$ cat src/rtl/core/tpa_pkg.sv
// ----------------------------------------------------------------------------
// tpa_pkg: shared definitions for the tiled pixel address pattern block
// Field widths, register indexes, layout codes, reset values, the
// configuration structure and the 16x16 subtile order table.
// ----------------------------------------------------------------------------
package tpa_pkg;

    localparam int TPA_COORD_BITS    = 13;
    localparam int TPA_STRIPE_PIXELS = 37;

    localparam int TPA_SIZE_W     = 14;
    localparam int TPA_COLOR_W    = 32;
    localparam int TPA_OFFSET_W   = 27;
    localparam int TPA_CFG_IDX_W  = 3;
    localparam int TPA_CFG_DATA_W = 32;

    localparam logic [TPA_OFFSET_W-1:0] TPA_OFFSET_MAX = '1;

    typedef enum logic [1:0] {
        LAYOUT_LINEAR = 2'd0,
        LAYOUT_YTILED = 2'd1,
        LAYOUT_AFBC   = 2'd2
    } tpa_layout_t;

    typedef enum logic {
        PATTERN_STRIPES = 1'b0,
        PATTERN_BORDER  = 1'b1
    } tpa_pattern_t;

    typedef enum logic [TPA_CFG_IDX_W-1:0] {
        CFG_IMAGE_WIDTH   = 3'd0,
        CFG_IMAGE_HEIGHT  = 3'd1,
        CFG_ROW_STRIDE    = 3'd2,
        CFG_LAYOUT_MODE   = 3'd3,
        CFG_PATTERN_KIND  = 3'd4,
        CFG_STRIPE_ENABLE = 3'd5,
        CFG_FORE_COLOR    = 3'd6,
        CFG_BACK_COLOR    = 3'd7
    } tpa_cfg_idx_t;

    typedef struct packed {
        logic [TPA_SIZE_W-1:0]  image_width;
        logic [TPA_SIZE_W-1:0]  image_height;
        logic [TPA_SIZE_W-1:0]  row_stride;
        logic [1:0]             layout_mode;
        logic                   pattern_kind;
        logic                   stripe_enable;
        logic [TPA_COLOR_W-1:0] fore_color;
        logic [TPA_COLOR_W-1:0] back_color;
    } tpa_cfg_t;

    typedef struct packed {
        logic full;
        logic empty;
    } tpa_fifo_stat_t;

    localparam logic [TPA_SIZE_W-1:0]  TPA_RST_WIDTH   = 14'd640;
    localparam logic [TPA_SIZE_W-1:0]  TPA_RST_HEIGHT  = 14'd480;
    localparam logic [TPA_SIZE_W-1:0]  TPA_RST_STRIDE  = 14'd640;
    localparam logic [TPA_COLOR_W-1:0] TPA_RST_FORE    = 32'hFFFF_FFFF;
    localparam logic [TPA_COLOR_W-1:0] TPA_RST_BACK    = 32'h0000_0000;

    // Subtile order inside a 16x16 tile, row index is the subtile column.
    localparam logic [3:0] TPA_AFBC_ORDER [16] = '{
        4'd2, 4'd1, 4'd14, 4'd13,
        4'd3, 4'd0, 4'd15, 4'd12,
        4'd4, 4'd7, 4'd8,  4'd11,
        4'd5, 4'd6, 4'd9,  4'd10
    };

    function automatic logic [3:0] tpa_afbc_order(input logic [1:0] sx, input logic [1:0] sy);
        return TPA_AFBC_ORDER[{sx, sy}];
    endfunction

endpackage

$ cat src/rtl/core/tpa_fifo.sv
// ----------------------------------------------------------------------------
// tpa_fifo: two-entry queue between front and back
// Holds classified words so intake and result delivery stall independently.
// ----------------------------------------------------------------------------
module tpa_fifo
    import tpa_pkg::*;
#(
    parameter int WIDTH = 8
)
(
    input  logic             clk,
    input  logic             rst_n,
    input  logic             push,
    input  logic             pop,
    input  logic [WIDTH-1:0] wdata,
    output logic [WIDTH-1:0] rdata,
    output tpa_fifo_stat_t   stat
);

    logic [WIDTH-1:0] mem_reg [2];
    logic             wr_ptr_reg;
    logic             rd_ptr_reg;
    logic [1:0]       count_reg;
    logic [1:0]       count_next;

    assign rdata      = mem_reg[rd_ptr_reg];
    assign stat.full  = (count_reg == 2'd2);
    assign stat.empty = (count_reg == 2'd0);

    always_comb
    begin
        unique case ({push, pop})
            2'b10:   count_next = count_reg + 2'd1;
            2'b01:   count_next = count_reg - 2'd1;
            default: count_next = count_reg;
        endcase
    end

    always_ff @(posedge clk or negedge rst_n)
    begin
        if (!rst_n)
        begin
            wr_ptr_reg <= 1'b0;
            rd_ptr_reg <= 1'b0;
            count_reg  <= 2'd0;
        end
        else
        begin
            if (push)
                wr_ptr_reg <= !wr_ptr_reg;
            if (pop)
                rd_ptr_reg <= !rd_ptr_reg;
            count_reg <= count_next;
        end
    end

    always_ff @(posedge clk)
    begin
        if (push)
            mem_reg[wr_ptr_reg] <= wdata;
    end

endmodule

$ cat config.mk
export PLATFORM = sky130hd
export DESIGN_NAME = tpa_fifo
export DESIGN_NICKNAME = d
export VERILOG_FILES = /design/src/rtl/core/tpa_pkg.sv /design/src/rtl/core/tpa_fifo.sv
export SDC_FILE = /design/constraint.sdc
export NUM_CORES = 1
export LEC_CHECK = 0
export ABC_AREA = 1
export BUFFER_PORTS_ARGS = -buffer_cell sky130_fd_sc_hd__buf_4
export CORE_AREA = 3 3 47 49
export DETAILED_ROUTE_END_ITERATION = 10
export DIE_AREA = 0 0 50 52
export MAX_ROUTING_LAYER = met4
export PLACE_DENSITY = 0.76
export SETUP_SLACK_MARGIN = 0.3
export SYNTH_ARGS = -nofsm -noshare
export SYNTH_HDL_FRONTEND = slang
export SYNTH_SLANG_ARGS = --single-unit
$ cat constraint.sdc
create_clock -name clk -period 1.35 [get_ports clk]
set_input_delay 0.3375 -clock clk [delete_from_list [all_inputs] [get_ports clk]]
set_output_delay 0.3375 -clock clk [all_outputs]
set_load 0.005 [all_outputs]
# Word-level counts from Yosys, hierarchy flattened
# Memory sizes are Yosys's and may differ from the RTL's.
# Index checks and enable logic that the tools add are counted.
word_totals:
  ff_bits: 4
  mem_bits_rw: 16
  input_bits: 12
  wordCells: 16
  memories: 1
mem_list:
  columns: ["memory", "depth", "word_bits", "rd", "rd_ports_with_merged_regs", "write_ports", "line_no", "text"]
  rows:
  - ["mem_reg", 2, 8, 1, 0, 1, "tpa_fifo.sv:20", "logic [WIDTH-1:0] mem_reg [2];"]
op_classes:
  add_sub_neg: 2
  n_eq_ne: 3
  n_mux: 3
  n_reduce_logical: 4
ops:
  columns: ["cell", "n"]
  rows:
  - ["== test 2 bit, second input constant", 2]
  - ["one-hot mux 2 bit (2 select lines)", 1]
  - ["adder 2 x 1 -> 2 bit, second input constant", 1]
  - ["== test 2 x 1 -> 1 bit, second input constant", 1]
  - ["zero test 1 bit", 2]
  - ["zero test 2 bit", 1]
  - ["two-way mux 1 bit", 2]
  - ["nonzero test 2 bit", 1]
  - ["subtractor 2 x 1 -> 2 bit, second input constant", 1]

# Depth between registers and ports, before layout
# Gate-level depths: netlist of run 1.
logic_depth:
  ltp_word: 2
  mapped_depth: 7
  mapped_depth_nobuf: 7

# Worst setup path after synthesis of run 1
# No wires, ideal clock.
synth_timing:
  kind: "reg2reg"
  from: "reg wr_ptr_reg"
  to: "mem mem_reg[0][0], enable pin"
  arrival_ns: 0.774
  t_required_ns: 0.980
  slack_ns: 0.206
  stages_incl_launch_ff: 2
  n_path_buf: 0
  period_less_slack_ns: 1.144
  cell_sequence: "dfrtp_1 -> nor2_1"
synth_lines:
  columns: ["element", "line_no", "text"]
  rows:
  - ["start: declaration", "tpa_fifo.sv:21", "logic wr_ptr_reg;"]
  - ["start signal: assignment", "tpa_fifo.sv:50", "wr_ptr_reg <= !wr_ptr_reg;"]
  - ["end: declaration", "tpa_fifo.sv:20", null]
# Straight into the memory's write port.

# Worst setup path after layout of run 1
layout_timing:
  from: "reg rd_ptr_reg"
  to: "out rdata[2]"
layout_via:
  elab_chain_len: 1
layout_rtl:
  columns: ["element", "line_no", "text"]
  rows:
  - ["start: declaration", "tpa_fifo.sv:22", "logic rd_ptr_reg;"]
  - ["start signal: assignment", "tpa_fifo.sv:52", "rd_ptr_reg <= !rd_ptr_reg;"]
  - ["memory (2 x 8 bit)", null, null]
  - ["end: declaration", "tpa_fifo.sv:16", "output logic [WIDTH-1:0] rdata,"]
# No other way between the ends.

==> results of run 1 <==
-- what timing repair did --
| action | CTS | global route |
|---|---|---|
| resized for setup | 23 | 5 |
| endpoints found under the setup margin | 18 | 10 |
| setup buffers | 7 | 0 |
| hold buffers | 1 | 0 |
| pin swaps | 7 | 0 |
| endpoints found under the hold margin | 4 | 0 |
-- power groups by stage --
| stage | logic (uW) | clock network, uW | registers [uW] |
|---|---|---|---|
| 2_1_floorplan | 412 | 0 | 911 |
| 3_3_place_gp | 570 | 0 | 986 |
| 3_5_place_dp | 591 | 0 | 996 |
| 4_1_cts | 984 | 279 | 927 |
| 5_1_grt | 1120 | 315 | 959 |
| 6_report | 1040 | 289 | 937 |
-- worst paths after layout --
kind                            depth (start not counted)        from       endpoint
worst max-delay path                                    3  rd_ptr_reg       rdata[2]
min in group asynchronous                               2       rst_n     wr_ptr_reg
max in group asynchronous                               2       rst_n     rd_ptr_reg
worst min register to register                          1  wr_ptr_reg     wr_ptr_reg
worst max register to register                          2  wr_ptr_reg  mem_reg[0][6]
worst min-delay path                                    1    wdata[2]  mem_reg[1][2]
-- logic make-up after synthesis --
| group | Yosys count |
|---|---|
| xor+xnor | 3 |
| buf+inv | 16 |
| compound gates | 8 |
| simple gates | 18 |
| fa+ha+maj | 1 |
| flops | 20 |
-- synthesized netlist by cell type, drive strengths merged --
master and count:
edfxtp 16, inv 14, nand2 13, o21ai 8
dfrtp 4, nor2 3, buf 2, xor2 2
ha 1, nand3 1, nand4 1, xnor2 1
-- critical path, stage by stage (launching register included) --
cell and delay, ps:
dfrtp_2 450, buf_12 160, o21ai_4 120, buf_6 110
-- metrics by stage --
step                worst slack (ps)  utilization (%)  hold WS, ps  cell area [um^2]
floorplan                        279                -         41.9               823
global placement                1.83             52.4          137               996
detailed placement             -14.1             52.4          138               996
CTS                             -106             60.3          219              1150
global route                    -175             61.3          202              1160
finish                          -117             61.3          212              1160
-- routing by layer --
layer / global-route usage (%) / share of wire [%] / vias to the layer above
met5: - / 0 / -
met4: 3.69 / 0.53 / 0
met1: 14.4 / 41 / 257
met3: 2.01 / 2.5 / 2
met2: 23.9 / 56 / 13
li1: - / - / 275
-- layout make-up --
type | instances | area share [%]
Clock buffer | 3 | 1.93
Clock inverter | 1 | 0.322
Inverter | 14 | 4.51
Multi-Input combinational cell | 30 | 19.1
Sequential cell | 20 | 49.9
Tap cell | 27 | 2.90
Timing Repair Buffer | 30 | 21.3
==> results.tsv, run 1 <==
metric	value	unit
port-buffer-count	21	
dr.pass1.iters	4	
final_nets	112	
dp_hpwl	954	um
synth-compound-area-share	6.25	%
tritoncts	yes	
setup_tns	-864	ps
critical_path.max_fanout	8	
slew-limit-headroom	87.8	%
power_switching	752	uW
synth.yosys.seq_area_share	70.7	%
violations	negative setup slack	
clockPowerShare	12.8	%
required	1010	ps
clkSinkCount	20	
cp-start-kind	flop	
cts.path.max_buffers	2	
fin_cells	125	
p_leak	0.000529	uW
ant_nets	0	
initial_core_util	43.2	%
grt_pass1_vias	567	
area_delta_synth_final	41.9	%
overflow	0	
dp_cells	113	
drive_gt1_share	54.1	%
cap_violations	0	
p_seq_share	41.4	%
synth_top_area_share	58.5	%
swShare	33.2	%
worst_pin_slew	183	ps
p_int	1510	uW
ctsHtreeMaxLevel	1	
synth-xor-area-share	3.20	%
root_buffer	clkbuf_4	
ir_worst_vdd	1.01	mV
syn_area_per_cell	12.4	um^2
grt_max_degree	12	
drt_iter0_markers	8	
rsz0062_at_grt	yes	
multi_input_area	223	um^2
p_total	2260	uW
num-fill-cells	158	
syn_nets	79	
die_h	52	um
grt_pass1_wl	2460	um
synth_fa_ha_area_share	1.52	%
hold_viol	0	
synth-simple-area-share	8.69	%
core	1900	um^2
grt.total_usage	12.9	%
die-area	2600	um^2
syn_inst	66	
die_w	50	um
wl_per_cell	12.0	um
via_per_inst	4.38	
slew_violations	0	
antenna_found_initial	0	
insertion_delay	300	ps
synth_largest_area_cell	edfxtp_1	
final_common_cell	buf_4	
max_freq	0.682	GHz
antennaDiodeCount	0	
clk_pin_slew	120	ps
status	finished, violations left	
setup_viol	8	
crit_type	flop to output pin	
ys_top_cells_by_area	edfxtp_1 (59%), dfrtp_1 (12%), inv_1 (6.4%), nand2_1 (5.9%), o21ai_2 (3.2%)	
layout.area.seq	582	um^2
muxShareOfSynthArea	0	%
final_cell_mix	buf_4 (26), edfxtp_1 (16), inv_1 (12)	
power_density	1940	nW/um^2
min_period	1470	ps
synth.distinct_cells	14	
largest_reg_flops	16	
holdCritPathClass	input port to flop	
netlist_area	821	um^2
synth-seq-cells	20	
yosys_warnings	0	
finClkSkew	12.1	ps
cts_buffers	3	
vias	547	
gp_congestion	0.725	
pin_count	22	
power_frac_comb	45.8	%
reg2reg_slack	350	ps
routed_wl	1500	um
setup_slack	-117	ps
min_period_over_period	109	%
drc	0	
rows	16	
worstPathArrival	1130	ps
synth_top_family_by_area	buffers and inverters	
endpoint_kind	output pin	
No activity file was read; power rests on OpenSTA's default activity.
==> inputs of run 2 (changes only) <==
SKIP_LAST_GASP = 1   (was unset)
==> run 2 against run 1 <==
  * The run still ends with negative setup slack left
  * Global-route usage did not move
  * Power stayed put
  * Non-clock buffer count stayed put
  * Sequential share of layout area did not move
  * Clock power hardly changed
  * Worst hold slack did not move
  * First-iteration DRC count stayed put
  * Count of clock-buffer cells in the layout unchanged
  * Combinational power about the same
  * Critical path depth stayed put
  * Via count stayed put
  * Highest routed layer unchanged
==> results.tsv, run 2 (synthesis results as in run 1) <==
metric	value	unit	change
ant_nets	0		unchanged
status	finished, violations left		
violations	negative setup slack		
rows	16		unchanged
grt.total_usage	12.9	%	unchanged
cp-start-kind	flop		
final_common_cell	buf_4		
drc	0		unchanged
drt_iter0_markers	8		unchanged
ctsHtreeMaxLevel	1		unchanged
vias	547		unchanged
num-fill-cells	158		unchanged
reg2reg_slack	350	ps	about the same
wl_per_cell	12.0	um	unchanged
setup_tns	-864	ps	unchanged
pin_count	22		unchanged
gp_congestion	0.725		unchanged
cts.path.max_buffers	2		unchanged
holdCritPathClass	input port to flop		
dr.pass1.iters	4		unchanged
routed_wl	1500	um	unchanged
min_period_over_period	109	%	unchanged
root_buffer	clkbuf_4		
swShare	33.2	%	unchanged
slew-limit-headroom	87.8	%	unchanged
fin_cells	125		unchanged
setup_slack	-117	ps	unchanged
ir_worst_vdd	1.01	mV	unchanged
endpoint_kind	output pin		
rsz0062_at_grt	yes		
power_density	1940	nW/um^2	unchanged
ff2ff_path_depth	2		unchanged
max_freq	0.682	GHz	unchanged
reg2reg_to	mem_reg[0][6]		
hold_viol	0		unchanged
setup_viol	8		unchanged
antennaDiodeCount	0		unchanged
grt_pass1_vias	567		unchanged
clk_pin_slew	120	ps	about the same
p_leak	0.000529	uW	unchanged
power_frac_comb	45.8	%	about the same
tritoncts	yes		
antenna_found_initial	0		unchanged
dp_cells	113		unchanged
final_nets	112		unchanged
power_switching	752	uW	unchanged
layout.area.seq	582	um^2	unchanged
worstPathArrival	1130	ps	about the same
insertion_delay	300	ps	about the same
required	1010	ps	about the same
core	1900	um^2	unchanged
overflow	0		unchanged
p_int	1510	uW	unchanged
slew_violations	0		unchanged
grt_pass1_wl	2460	um	unchanged
p_seq_share	41.4	%	about the same
die_h	52	um	unchanged
via_per_inst	4.38		unchanged
crit_type	flop to output pin		
largest_reg_flops	16		unchanged
crit_path_end	rdata[2]		
port-buffer-count	21		unchanged
timing.rr.start	wr_ptr_reg		
critical_path.max_fanout	8		unchanged
die_w	50	um	unchanged
post-place-ws	-14.1	ps	unchanged
worst_pin_slew	183	ps	unchanged
clkSinkCount	20		unchanged
die-area	2600	um^2	unchanged
final_cell_mix	buf_4 (26), edfxtp_1 (16), inv_1 (12)		
cap_violations	0		unchanged
cts_buffers	3		unchanged
grt_max_degree	12		unchanged
finClkSkew	12.1	ps	unchanged
fin_util	61.3	%	unchanged
drive_gt1_share	54.1	%	unchanged
dp_hpwl	954	um	unchanged
initial_core_util	43.2	%	unchanged
critPathLaunch	rd_ptr_reg		
clockPowerShare	12.8	%	about the same
area_delta_synth_final	41.9	%	unchanged
multi_input_area	223	um^2	unchanged
min_period	1470	ps	unchanged
## run 2: through the flow
stage               hold WS [ps]  area, um^2  power, uW
finish                       212        1160       2260
global route                 202        1160       2400
CTS                          219        1150       2190
detailed placement           138         996       1590
global placement             137         996       1560
floorplan                   41.9         823       1320
## run 2: final cells by class
| cell class | count | area share, % |
|---|---|---|
| sequential | 20 | 49.9 |
| timing repair buffer | 30 | 21.3 |
| multi-input combinational | 30 | 19.1 |
| inverter | 14 | 4.51 |
| tap | 27 | 2.90 |
| clock buffer | 3 | 1.93 |
| clock inverter | 1 | 0.322 |
## run 2: metal layers
| layer | global-route usage [%] | vias to the layer above | wire, um |
|---|---|---|---|
| met5 | - | - | 0 |
| met4 | 3.69 | 0 | 8 |
| met3 | 2.01 | 2 | 37 |
| met2 | 23.9 | 13 | 835 |
| met1 | 14.4 | 257 | 615 |
| li1 | - | 275 | - |
## run 2: power by group through the flow
stage          Clock, uW  Sequential, uW  Combinational [uW]
2_1_floorplan          0             911                 412
3_5_place_dp           0             996                 591
6_report             289             937                1040
5_1_grt              315             959                1120
3_3_place_gp           0             986                 570
4_1_cts              279             927                 984
## run 2: worst max-delay path, cell delays in order, from the launching register on
cell and delay (ps):
dfrtp_2 450, buf_12 160, o21ai_4 120, buf_6 110
## run 2: how the worst min path moves through the flow
| stage | start | end | depth (start not counted) |
|---|---|---|---|
| global route | wdata[7] | mem_reg[1][7] | 1 |
| detailed placement | rst_n | count_reg[1] | 1 |
| CTS | wdata[2] | mem_reg[0][2] | 1 |
| floorplan | rst_n | count_reg[0] | 0 |
| finish | wdata[2] | mem_reg[1][2] | 1 |
| global placement | rst_n | count_reg[0] | 1 |
## run 2: timing repair
item | in CTS | in global routing
hold endpoints to repair | 4 | 0
setup buffers | 7 | 0
hold buffers | 1 | 0
gates resized for setup | 23 | 5
setup endpoints to repair | 18 | 10
pin swaps | 7 | 0
