===== config.mk =====
export PLATFORM = sky130hd
export DESIGN_NAME = tpa_front_flat
export DESIGN_NICKNAME = d
export VERILOG_FILES = /design/src/rtl/core/tpa_pkg.sv /design/src/rtl/core/tpa_pixel_if.sv /design/src/rtl/core/tpa_front.sv /design/src/flat_wrapper.sv
export SDC_FILE = /design/constraint.sdc
export NUM_CORES = 1
export LEC_CHECK = 0
export BUFFER_PORTS_ARGS = -buffer_cell sky130_fd_sc_hd__buf_2
export CAP_MARGIN = 20
export CORE_UTILIZATION = 30
export DETAILED_ROUTE_END_ITERATION = 7
export SETUP_SLACK_MARGIN = 0.5
export SKIP_LAST_GASP = 1
export SLEW_MARGIN = 25
export SYNTH_ARGS = -nofsm -noshare
export SYNTH_HDL_FRONTEND = slang
export SYNTH_SLANG_ARGS = --single-unit
export TNS_END_PERCENT = 10

===== constraint.sdc =====
create_clock -name vclk -period 16.95
set_input_delay 0 -clock vclk [all_inputs]
set_output_delay 0 -clock vclk [all_outputs]
set_load 0.05 [all_outputs]

===== src/rtl/core/tpa_pkg.sv =====
// ----------------------------------------------------------------------------
// tpa_pkg: shared definitions for the tiled pixel address pattern block
// Field widths, register indexes, layout codes, reset values, the
// configuration structure and the 16x16 subtile order table.
// ----------------------------------------------------------------------------
package tpa_pkg;

    localparam int TPA_COORD_BITS    = 13;
    localparam int TPA_STRIPE_PIXELS = 37;

    localparam int TPA_SIZE_W     = 14;
    localparam int TPA_COLOR_W    = 32;
    localparam int TPA_OFFSET_W   = 27;
    localparam int TPA_CFG_IDX_W  = 3;
    localparam int TPA_CFG_DATA_W = 32;

    localparam logic [TPA_OFFSET_W-1:0] TPA_OFFSET_MAX = '1;

    typedef enum logic [1:0] {
        LAYOUT_LINEAR = 2'd0,
        LAYOUT_YTILED = 2'd1,
        LAYOUT_AFBC   = 2'd2
    } tpa_layout_t;

    typedef enum logic {
        PATTERN_STRIPES = 1'b0,
        PATTERN_BORDER  = 1'b1
    } tpa_pattern_t;

    typedef enum logic [TPA_CFG_IDX_W-1:0] {
        CFG_IMAGE_WIDTH   = 3'd0,
        CFG_IMAGE_HEIGHT  = 3'd1,
        CFG_ROW_STRIDE    = 3'd2,
        CFG_LAYOUT_MODE   = 3'd3,
        CFG_PATTERN_KIND  = 3'd4,
        CFG_STRIPE_ENABLE = 3'd5,
        CFG_FORE_COLOR    = 3'd6,
        CFG_BACK_COLOR    = 3'd7
    } tpa_cfg_idx_t;

    typedef struct packed {
        logic [TPA_SIZE_W-1:0]  image_width;
        logic [TPA_SIZE_W-1:0]  image_height;
        logic [TPA_SIZE_W-1:0]  row_stride;
        logic [1:0]             layout_mode;
        logic                   pattern_kind;
        logic                   stripe_enable;
        logic [TPA_COLOR_W-1:0] fore_color;
        logic [TPA_COLOR_W-1:0] back_color;
    } tpa_cfg_t;

    typedef struct packed {
        logic full;
        logic empty;
    } tpa_fifo_stat_t;

    localparam logic [TPA_SIZE_W-1:0]  TPA_RST_WIDTH   = 14'd640;
    localparam logic [TPA_SIZE_W-1:0]  TPA_RST_HEIGHT  = 14'd480;
    localparam logic [TPA_SIZE_W-1:0]  TPA_RST_STRIDE  = 14'd640;
    localparam logic [TPA_COLOR_W-1:0] TPA_RST_FORE    = 32'hFFFF_FFFF;
    localparam logic [TPA_COLOR_W-1:0] TPA_RST_BACK    = 32'h0000_0000;

    // Subtile order inside a 16x16 tile, row index is the subtile column.
    localparam logic [3:0] TPA_AFBC_ORDER [16] = '{
        4'd2, 4'd1, 4'd14, 4'd13,
        4'd3, 4'd0, 4'd15, 4'd12,
        4'd4, 4'd7, 4'd8,  4'd11,
        4'd5, 4'd6, 4'd9,  4'd10
    };

    function automatic logic [3:0] tpa_afbc_order(input logic [1:0] sx, input logic [1:0] sy);
        return TPA_AFBC_ORDER[{sx, sy}];
    endfunction

endpackage


===== src/rtl/core/tpa_pixel_if.sv =====
// ----------------------------------------------------------------------------
// tpa_pixel_if: pixel coordinate channel
// Valid/ready channel carrying one pixel coordinate per word.
// ----------------------------------------------------------------------------
interface tpa_pixel_if
    import tpa_pkg::*;
#(
    parameter int COORD_BITS = TPA_COORD_BITS
);
    logic                  valid;
    logic                  ready;
    logic [COORD_BITS-1:0] pixel_x;
    logic [COORD_BITS-1:0] pixel_y;

    modport source (output valid, output pixel_x, output pixel_y, input ready);
    modport sink   (input valid, input pixel_x, input pixel_y, output ready);
endinterface


===== src/rtl/core/tpa_front.sv =====
// ----------------------------------------------------------------------------
// tpa_front: coordinate intake and classification
// Accepts coordinates, forms the row product for the selected layout, the
// row stripe parity, the border hit and the bounds flag.
// ----------------------------------------------------------------------------
module tpa_front
    import tpa_pkg::*;
#(
    parameter int COORD_BITS    = TPA_COORD_BITS,
    parameter int STRIPE_PIXELS = TPA_STRIPE_PIXELS
)
(
    tpa_pixel_if.sink                          pixel,
    input  tpa_cfg_t                           cfg,
    input  tpa_fifo_stat_t                     fifo_stat,
    output logic                               push,
    output logic [COORD_BITS+TPA_SIZE_W-1:0]   row_prod,
    output logic [COORD_BITS-1:0]              col,
    output logic [4:0]                         row_low,
    output logic                               stripe_py,
    output logic                               border,
    output logic                               oob
);

    localparam int PROD_W    = COORD_BITS + TPA_SIZE_W;
    localparam int CMP_W     = ((COORD_BITS > TPA_SIZE_W) ? COORD_BITS : TPA_SIZE_W) + 1;
    localparam int REC_SHIFT = COORD_BITS + 8;
    localparam int REC_W     = REC_SHIFT + 1;
    localparam longint unsigned REC_VAL =
        ((64'd1 << REC_SHIFT) + STRIPE_PIXELS - 1) / STRIPE_PIXELS;
    localparam logic [REC_W-1:0] REC_MUL = REC_VAL[REC_W-1:0];

    logic [TPA_SIZE_W:0]         stride_sum;
    logic [TPA_SIZE_W:0]         width_sum;
    logic [COORD_BITS-1:0]       mul_a;
    logic [TPA_SIZE_W-1:0]       mul_b;
    logic [COORD_BITS+REC_W-1:0] y_rec;
    logic [CMP_W-1:0]            x_ext;
    logic [CMP_W-1:0]            y_ext;
    logic [CMP_W-1:0]            w_ext;
    logic [CMP_W-1:0]            h_ext;

    assign pixel.ready = !fifo_stat.full;
    assign push        = pixel.valid && !fifo_stat.full;

    // Tiles per row, rounded up: 32 wide for Y-tiled, 16 wide for AFBC.
    assign stride_sum = {1'b0, cfg.row_stride} + (TPA_SIZE_W+1)'(31);
    assign width_sum  = {1'b0, cfg.image_width} + (TPA_SIZE_W+1)'(15);

    always_comb
    begin
        priority if (cfg.layout_mode == LAYOUT_YTILED)
        begin
            mul_a = pixel.pixel_y >> 5;
            mul_b = TPA_SIZE_W'(stride_sum[TPA_SIZE_W:5]);
        end
        else if (cfg.layout_mode == LAYOUT_AFBC)
        begin
            mul_a = pixel.pixel_y >> 4;
            mul_b = TPA_SIZE_W'(width_sum[TPA_SIZE_W:4]);
        end
        else
        begin
            mul_a = pixel.pixel_y;
            mul_b = cfg.row_stride;
        end
    end

    assign row_prod = PROD_W'(mul_a) * PROD_W'(mul_b);
    assign col      = pixel.pixel_x;
    assign row_low  = pixel.pixel_y[4:0];

    // Parity of y / STRIPE_PIXELS through an exact reciprocal product.
    assign y_rec     = (COORD_BITS+REC_W)'(pixel.pixel_y) * (COORD_BITS+REC_W)'(REC_MUL);
    assign stripe_py = y_rec[REC_SHIFT];

    assign x_ext = CMP_W'(pixel.pixel_x);
    assign y_ext = CMP_W'(pixel.pixel_y);
    assign w_ext = CMP_W'(cfg.image_width);
    assign h_ext = CMP_W'(cfg.image_height);

    // x + 1 == width can only match a nonzero width, so no separate zero test.
    assign border = (x_ext == '0) || (y_ext == '0)
                 || ((x_ext + CMP_W'(1)) == w_ext)
                 || ((y_ext + CMP_W'(1)) == h_ext);
    assign oob    = (x_ext >= w_ext) || (y_ext >= h_ext);

endmodule


===== src/flat_wrapper.sv =====
// flat-port wrapper written by rule: the top's interface ports become plain ports
module tpa_front_flat import tpa_pkg::*;
#(
    parameter int COORD_BITS    = TPA_COORD_BITS,
    parameter int STRIPE_PIXELS = TPA_STRIPE_PIXELS
)
  (cfg, fifo_stat, push, row_prod, col, row_low, stripe_py, border, oob, pixel_valid, pixel_pixel_x, pixel_pixel_y, pixel_ready);
  tpa_pixel_if #(.COORD_BITS(COORD_BITS)) pixel_i ();
  input  tpa_cfg_t cfg;
  input  tpa_fifo_stat_t fifo_stat;
  output logic push;
  output logic [COORD_BITS+TPA_SIZE_W-1:0] row_prod;
  output logic [COORD_BITS-1:0] col;
  output logic [4:0] row_low;
  output logic stripe_py;
  output logic border;
  output logic oob;
  input wire logic [$bits(pixel_i.valid)-1:0] pixel_valid;
  input wire logic [$bits(pixel_i.pixel_x)-1:0] pixel_pixel_x;
  input wire logic [$bits(pixel_i.pixel_y)-1:0] pixel_pixel_y;
  output wire logic [$bits(pixel_i.ready)-1:0] pixel_ready;
  assign pixel_i.valid = pixel_valid;
  assign pixel_i.pixel_x = pixel_pixel_x;
  assign pixel_i.pixel_y = pixel_pixel_y;
  assign pixel_ready = pixel_i.ready;
  tpa_front #(.COORD_BITS(COORD_BITS), .STRIPE_PIXELS(STRIPE_PIXELS)) u_core (.pixel(pixel_i), .cfg(cfg), .fifo_stat(fifo_stat), .push(push), .row_prod(row_prod), .col(col), .row_low(row_low), .stripe_py(stripe_py), .border(border), .oob(oob));
endmodule

Yosys cells after proc, flatten, opt, wreduce, memory -nomap -nowiden. Index checks and enable logic that the tools add are counted. W data, S select, Z words.

Add/subtract/negate cells: 4. Multiply operators: 2. Magnitude comparators: 2. Eq/ne operators: 4. Muxes and demuxes: 4. Reduce and logical (&&, ||, !) cells: 8.

Operators with widths (count): $eq A15 B14 Y1 (2); $logic_not A15 Y1 (2); $add A13 B1 Y14 const B (2); $ge A13 B14 Y1 (2); $mux W14 (2); $mul A13 B14 Y27 (1); $mux W13 (2); $mul A13 B13 Y19 const B (1); $add A14 B4 Y15 const B (1); $add A14 B5 Y15 const B (1); $logic_or A1 B1 Y1 (4); $eq A2 B1 Y1 const B (1); $eq A2 B2 Y1 const B (1); $logic_and A1 B1 Y1 (1); $logic_not A1 Y1 (1).

Register bits after elaboration: 0. Output and inout port bits: 50. Logic and storage cells: 24.

Logic depth before layout (Yosys ltp). Gate-level depths: netlist (run 1).

Depth after elaboration: 4. Depth in mapped cells: 26. Mapped depth without buffers: 25.

Worst setup path before layout (run 1). No wires, ideal clock.

Kind: input to output. From: input cfg[72] (netlist bit). To: output row_prod[23]. Data arrival time: 6357 ps. Required time: 16950 ps. Setup slack: 10593 ps. Stages: 22. Path buffers: 0. Cell sequence: or3_4 -> o311a_4 -> nand2_1 -> xor2_1 -> o21ai_0 -> a21oi_1 -> nor2_1 -> fa_1 -> inv_1 -> fa_1 -> inv_1 -> fa_1 -> fa_1 -> fa_1 -> ha_1 -> o21a_1 -> o21a_1 -> o21ai_0 -> a31oi_1 -> a221oi_2 -> o21ai_0 -> xnor2_1.

Cells in the longest elaborated chain, start to end: 3. Elaborated cells on any way between the ends: 4.

Ends and longest elaborated chain: from (decl) (line flat_wrapper.sv:9) `input tpa_cfg_t cfg;`; $add A14 B5 Y15 / $mux W14 (equally long branches) (line tpa_front.sv:47, tpa_front.sv:57); $mux W14 (*) (line tpa_front.sv:52) `priority if (cfg.layout_mode == LAYOUT_YTILED)`; $mul A13 B14 Y27 (*) (line tpa_front.sv:69) `assign row_prod = PROD_W'(mul_a) * PROD_W'(mul_b);`; to (decl) (line flat_wrapper.sv:12) `output logic [COORD_BITS+TPA_SIZE_W-1:0] row_prod;`.

Mark *: on every way between the ends. The rest lies on a longest branch, timed or not.

Worst setup path after layout (run 1).
From: input cfg[67] (netlist bit). To: output row_prod[26].

Cells in the longest elaborated chain, start to end: 4. Elaborated cells on any way between the ends: 7.

Ends and longest elaborated chain: $eq A2 B2 Y1 (line tpa_front.sv:57) `else if (cfg.layout_mode == LAYOUT_AFBC)`; $mux W13 / $mux W14 (equally long branches) (line tpa_front.sv:57); $mux W13 / $mux W14 (equally long branches) (line tpa_front.sv:52); $mul A13 B14 Y27 (*) (line tpa_front.sv:69).

Marks and branches as above.

==> reports/qor.yml, run 1 <==
post-route-min-period_ns: 7.58
die_y_um: 192
chipWidth_um: 192
netlist_area_mm2: 0.0109
fin_util_pct: 33.1
slew_viol_final: 0
cp-end-kind: "output port"
wirelength_um: 28800
critPathArrivalTime_ns: 7.58
final.period_utilization_pct: 44.7
num_vias: 8953
grt_antenna_before_repair: 4
num-clock-buffers: 0
areaGrowthSynthToFinish_pct: 8.71
rsz0062_at_grt: "false"
post_dp_cell_area_mm2: 0.0118
drt-wirelength-per-cell_um: 15.6
slew_headroom_pct: 32.2
dr.pass1.iters: 8
gp_congestion: 0.916
postRouteAntennaNets: 0
viasPerCell: 4.85
regArea_um2: 0
hpwl_um: 24900
synth.avg_cell_area_um2: 8.29
outcome: "finished, violations left"
cp-start-kind: "input port"
setup_viol: 0
synth_top_cell_by_area: "fa_1"
drv_cap: 0
seq_cell_count: 0
cp_max_fo: 34
violations: "DRC"
yosys.area.top_type_share_pct: 34.8
final_nets: 1874
hold_violations: 0
netlist_instances: 1312
grt-ovfl-total: 0
io_buffers: 122
ys_seq_area_share_pct: 0
cts_hold_buffers: 0
tightest_slew_ns: 1.02
max_freq_ghz: 0.132
die_area_mm2: 0.0370
whs_path_depth: 3
ys_top_cells_by_area: "fa_1 (35%), ha_1 (19%), inv_1 (10%), xnor2_1 (4.6%), nand2_1 (4.1%)"
tns_ns: 0
post_cts_resize_count: 0
grt_max_degree: 36
ios: 189
hold_path_class: "in2out"
post-cts-setup-buffers: 0
fp-row-count: 69
crit_type: "in2out"
stdcell_area_mm2: 0.0118
start_util_pct: 30.5
grt_pass1_wl_um: 48200
yosys_warnings: 0
drive_above_1_share_pct: 11.1
syn_nets: 1802
drc: 16
final_cell_mix: "inv_1 (295), fa_1 (189), ha_1 (162)"
drt_iter0_drc: 448
grt_pass1_vias: 9456
grt_usage_pct: 16.2
ys_types: 67
core_mm2: 0.0357
layout_commonest_cell: "inv_1"
required_ns: 16.95
[cell usage after synthesis (3+ instances only)]
cell type  number
nand2_1       120
xor2_1         25
nand3_1        30
a211oi_1        4
buf_2           8
o211ai_1        7
o21ai_1         3
nand2b_1       10
and2_1          6
ha_1          162
a31oi_1         6
and3_1         24
o21bai_1        5
or3_1           3
o21a_1          9
clkbuf_1       30
nor4_1         12
a21o_1         18
a211oi_2        3
nor2_1         83
nor2b_1        13
a221oi_2        3
fa_1          189
nor3_1         13
o21ai_0        40
xnor2_1        57
mux2i_1         7
o31ai_1         3
and4_1          5
buf_4          19
a21oi_1        43
nand4_1        12
inv_1         295
[path summary, 6_finish.rpt]
check | from | endpoint | slack (ns)
worst min-delay path | fifo_stat[1] | pixel_ready | 0.31
worst max-delay path | cfg[67] | row_prod[26] | 9.37
[cells by family (layout without fill, tap and decap cells)]
group,after synthesis,count (layout),share of synthesized area [%]
compound gates,172,172,11.0
xor+xnor,82,82,6.61
fa+ha+maj,351,351,53.4
buf+inv,353,423,12.9
mux,7,7,0.645
other cells,0,3,0
simple gates,347,347,15.4
[metrics by stage]
stage / instances / hold WS, ns / worst slack, ns
global route: 1844 / 0.331 / 8.89
detailed placement: 1843 / 0.315 / 9.42
finish: 1846 / 0.313 / 9.37
CTS: 1843 / 0.315 / 9.37
floorplan: 1312 / 0.167 / 10.59
global placement: 1843 / 0.308 / 9.52
[per-layer routing]
layer | wire [um] | vias up | GRT usage, % | part of all wire (%)
met2 | 13600 | 246 | 28.3 | 47
met5 | 34 | - | 0 | 0.12
li1 | - | 4306 | - | -
met3 | 1820 | 20 | 2.16 | 6.3
met1 | 13200 | 4375 | 22.1 | 46
met4 | 159 | 6 | 1.36 | 0.55
[layout make-up]
type / instances / area, um2
antenna: 3 / 7.51
inverter: 295 / 1110
tap: 461 / 577
multi-input combinational: 959 / 9470
fill: 3801 / 23800
timing repair buffer: 128 / 656
[critical path, cell delays in order]
cell,delay [ns]
buf_2,0.41
nor2b_1,0.81
nor2_1,0.09
buf_4,0.28
a221oi_2,0.79
nor2_1,0.19
fa_1,0.57
fa_1,0.54
fa_1,0.53
fa_1,0.55
inv_1,0.05
fa_1,0.52
inv_1,0.04
ha_1,0.36
a21oi_1,0.15
o21ai_0,0.14
a221oi_1,0.29
o21ai_1,0.23
a211oi_2,0.35
mux2i_1,0.22
o311ai_0,0.17
buf_2,0.26
Power of run 1 is left out: the tool's default activity adds up to more than one toggle a clock period on the data nets, which glitch-free logic cannot reach.
==> inputs of run 2 (changes only) <==
- clock period: 16.95 -> 7.1 ns (I/O delays scaled with it)
==> run 2 against run 1 <==
  * The flow still finishes with violations (DRC)
  * Non-clock buffer count grew 41
  * Hold slack hardly changed
  * Global-route usage down 0.057 points
  * Final cell count grew 2.2%
  * First-iteration DRC count grew 4.5%
  * Design area is 5.6% higher
  * Sequential share of layout area unchanged
  * Utilization increased by 1.9 points
  * Sequential cell count did not move
  * Die area did not move
  * Critical path type unchanged
==> reports/qor.yml, run 2 (synthesis gave the netlist of run 1 again) <==
wl_met3_um: 1670  # -8.1%
final_cell_mix: "inv_1 (294), fa_1 (186), ha_1 (153)"
fill_cells: 3800  # -0.026%
tns_ns: 0  # unchanged
worst_path_largest_cell_delay_ns: 0.55  # -0.26 ns
post-route-min-period_ns: 6.42
cpMaxStageDelayCell: "fa_1"
grt_antenna_before_repair: 3  # -1
cpMostUsedCell: "fa_1"
slew_headroom_pct: 40.9  # +8.7 points
drive_above_1_share_pct: 16.7  # +5.6 points
drc: 16  # unchanged
drt-wirelength-per-cell_um: 15.7  # +0.56%
cp-end-kind: "output port"
setup_viol: 0  # unchanged
areaGrowthSynthToFinish_pct: 14.8
hold_violations: 0  # unchanged
outcome: "finished, violations left"
cp-start-kind: "input port"
grt-ovfl-total: 0  # unchanged
cts_hold_buffers: 0  # unchanged
multiInputGateArea_mm2: 0.00979  # +3.4%
final.period_utilization_pct: 90.4
rsz0062_at_grt: "true"
grt_pass1_vias: 9506  # +0.53%
regArea_um2: 0  # unchanged
cp-startpoint: "cfg[72]"
dr_wl_met2_um: 13800  # +1.6%
grt_usage_pct: 16.2  # -0.057 points
drv_cap: 0  # unchanged
hpwl_um: 25100  # +0.79%
tightest_slew_ns: 0.862  # -0.155 ns
crit_type: "in2out"
core_mm2: 0.0357  # unchanged
hold_path_class: "in2out"
postRouteAntennaNets: 0  # unchanged
ios: 189  # unchanged
violations: "DRC"
max_freq_ghz: 0.156
worst_path_dominant_cell_family: "adder cells"
holdCritStartpoint: "fifo_stat[1]"
io_buffers: 122  # unchanged
required_ns: 7.10  # -9.85 ns
die_area_mm2: 0.0370  # unchanged
seq_cell_count: 0  # unchanged
top_layer_used: "met5"
chipWidth_um: 192  # unchanged
die_y_um: 192  # unchanged
slew_viol_final: 0  # unchanged
num-clock-buffers: 0  # unchanged
wl_met1_um: 13600  # +3.1%
path_cells: "buf_2, or3_4, o311a_4, nand4_4, nand2_2, a221oi_4, buf_6, buf_6, nand2_1, fa_1, fa_1, fa_1, fa_1, fa_1, inv_1, ha_2, a21oi_2, o21ai_2, a221oi_2, o21ai_4, a211oi_4, mux2i_1, o311ai_2, buf_6"
grt_max_degree: 33  # -8.3%
path_buf_inv: 5  # unchanged
start_util_pct: 30.5  # unchanged
critPathArrivalTime_ns: 6.42  # -1.16 ns
fp-row-count: 69  # unchanged
gp_congestion: 0.915  # about the same
viasPerCell: 4.87  # +0.40%
cp_max_fo: 7  # -79%
drt_iter0_drc: 468  # +4.5%
num_vias: 9184  # +2.6%
dr.pass1.iters: 8  # unchanged
grt_pass1_wl_um: 48100  # -0.32%
wirelength_um: 29600  # +2.7%
layout_commonest_cell: "inv_1"
final_nets: 1915  # +2.2%
==> run 2: per-layer routing <==
| layer | vias to the layer above | track usage, % |
|---|---|---|
| met4 | 4 | 2.36 |
| met3 | 33 | 1.93 |
| met2 | 234 | 27.4 |
| met5 | - | 0 |
| li1 | 4388 | - |
| met1 | 4525 | 22.3 |
==> run 2: worst min-delay path, delay by kind of cell <==
kind	cells	cell delay, ns
buffers and inverters	3	0.32
==> run 2: cell type report <==
| cell class | count | share of cell area [%] |
|---|---|---|
| multi-input combinational | 959 | 78.5 |
| inverter | 295 | 8.87 |
| timing repair buffer | 169 | 8.01 |
| antenna | 2 | 0.0401 |
| tap | 461 | 4.62 |
==> run 2: worst paths after layout <==
check	slack (ns)	endpoint	depth (start not counted)
setup / recovery	0.68	row_prod[26]	24
hold / removal	0.31	pixel_ready	3
==> run 2: metrics by stage <==
step                hold WS, ns  worst slack, ns  std cells  area [um2]  util, %
floorplan                 0.167            0.743       1312       10900        -
global route              0.337            0.439       1885       12500     35.0
CTS                       0.318            0.451       1868       12000     33.7
finish                    0.313            0.681       1886       12500     35.0
detailed placement        0.318            0.363       1865       12000     33.6
global placement          0.308            0.425       1865       12000     33.6
==> run 2: repair_timing <==
item	CTS	global route
gates cloned	0	1
pin swaps	3	43
setup endpoints to repair	5	11
setup buffers	3	15
resized for setup	7	77
Power of run 2 is left out for the same reason.
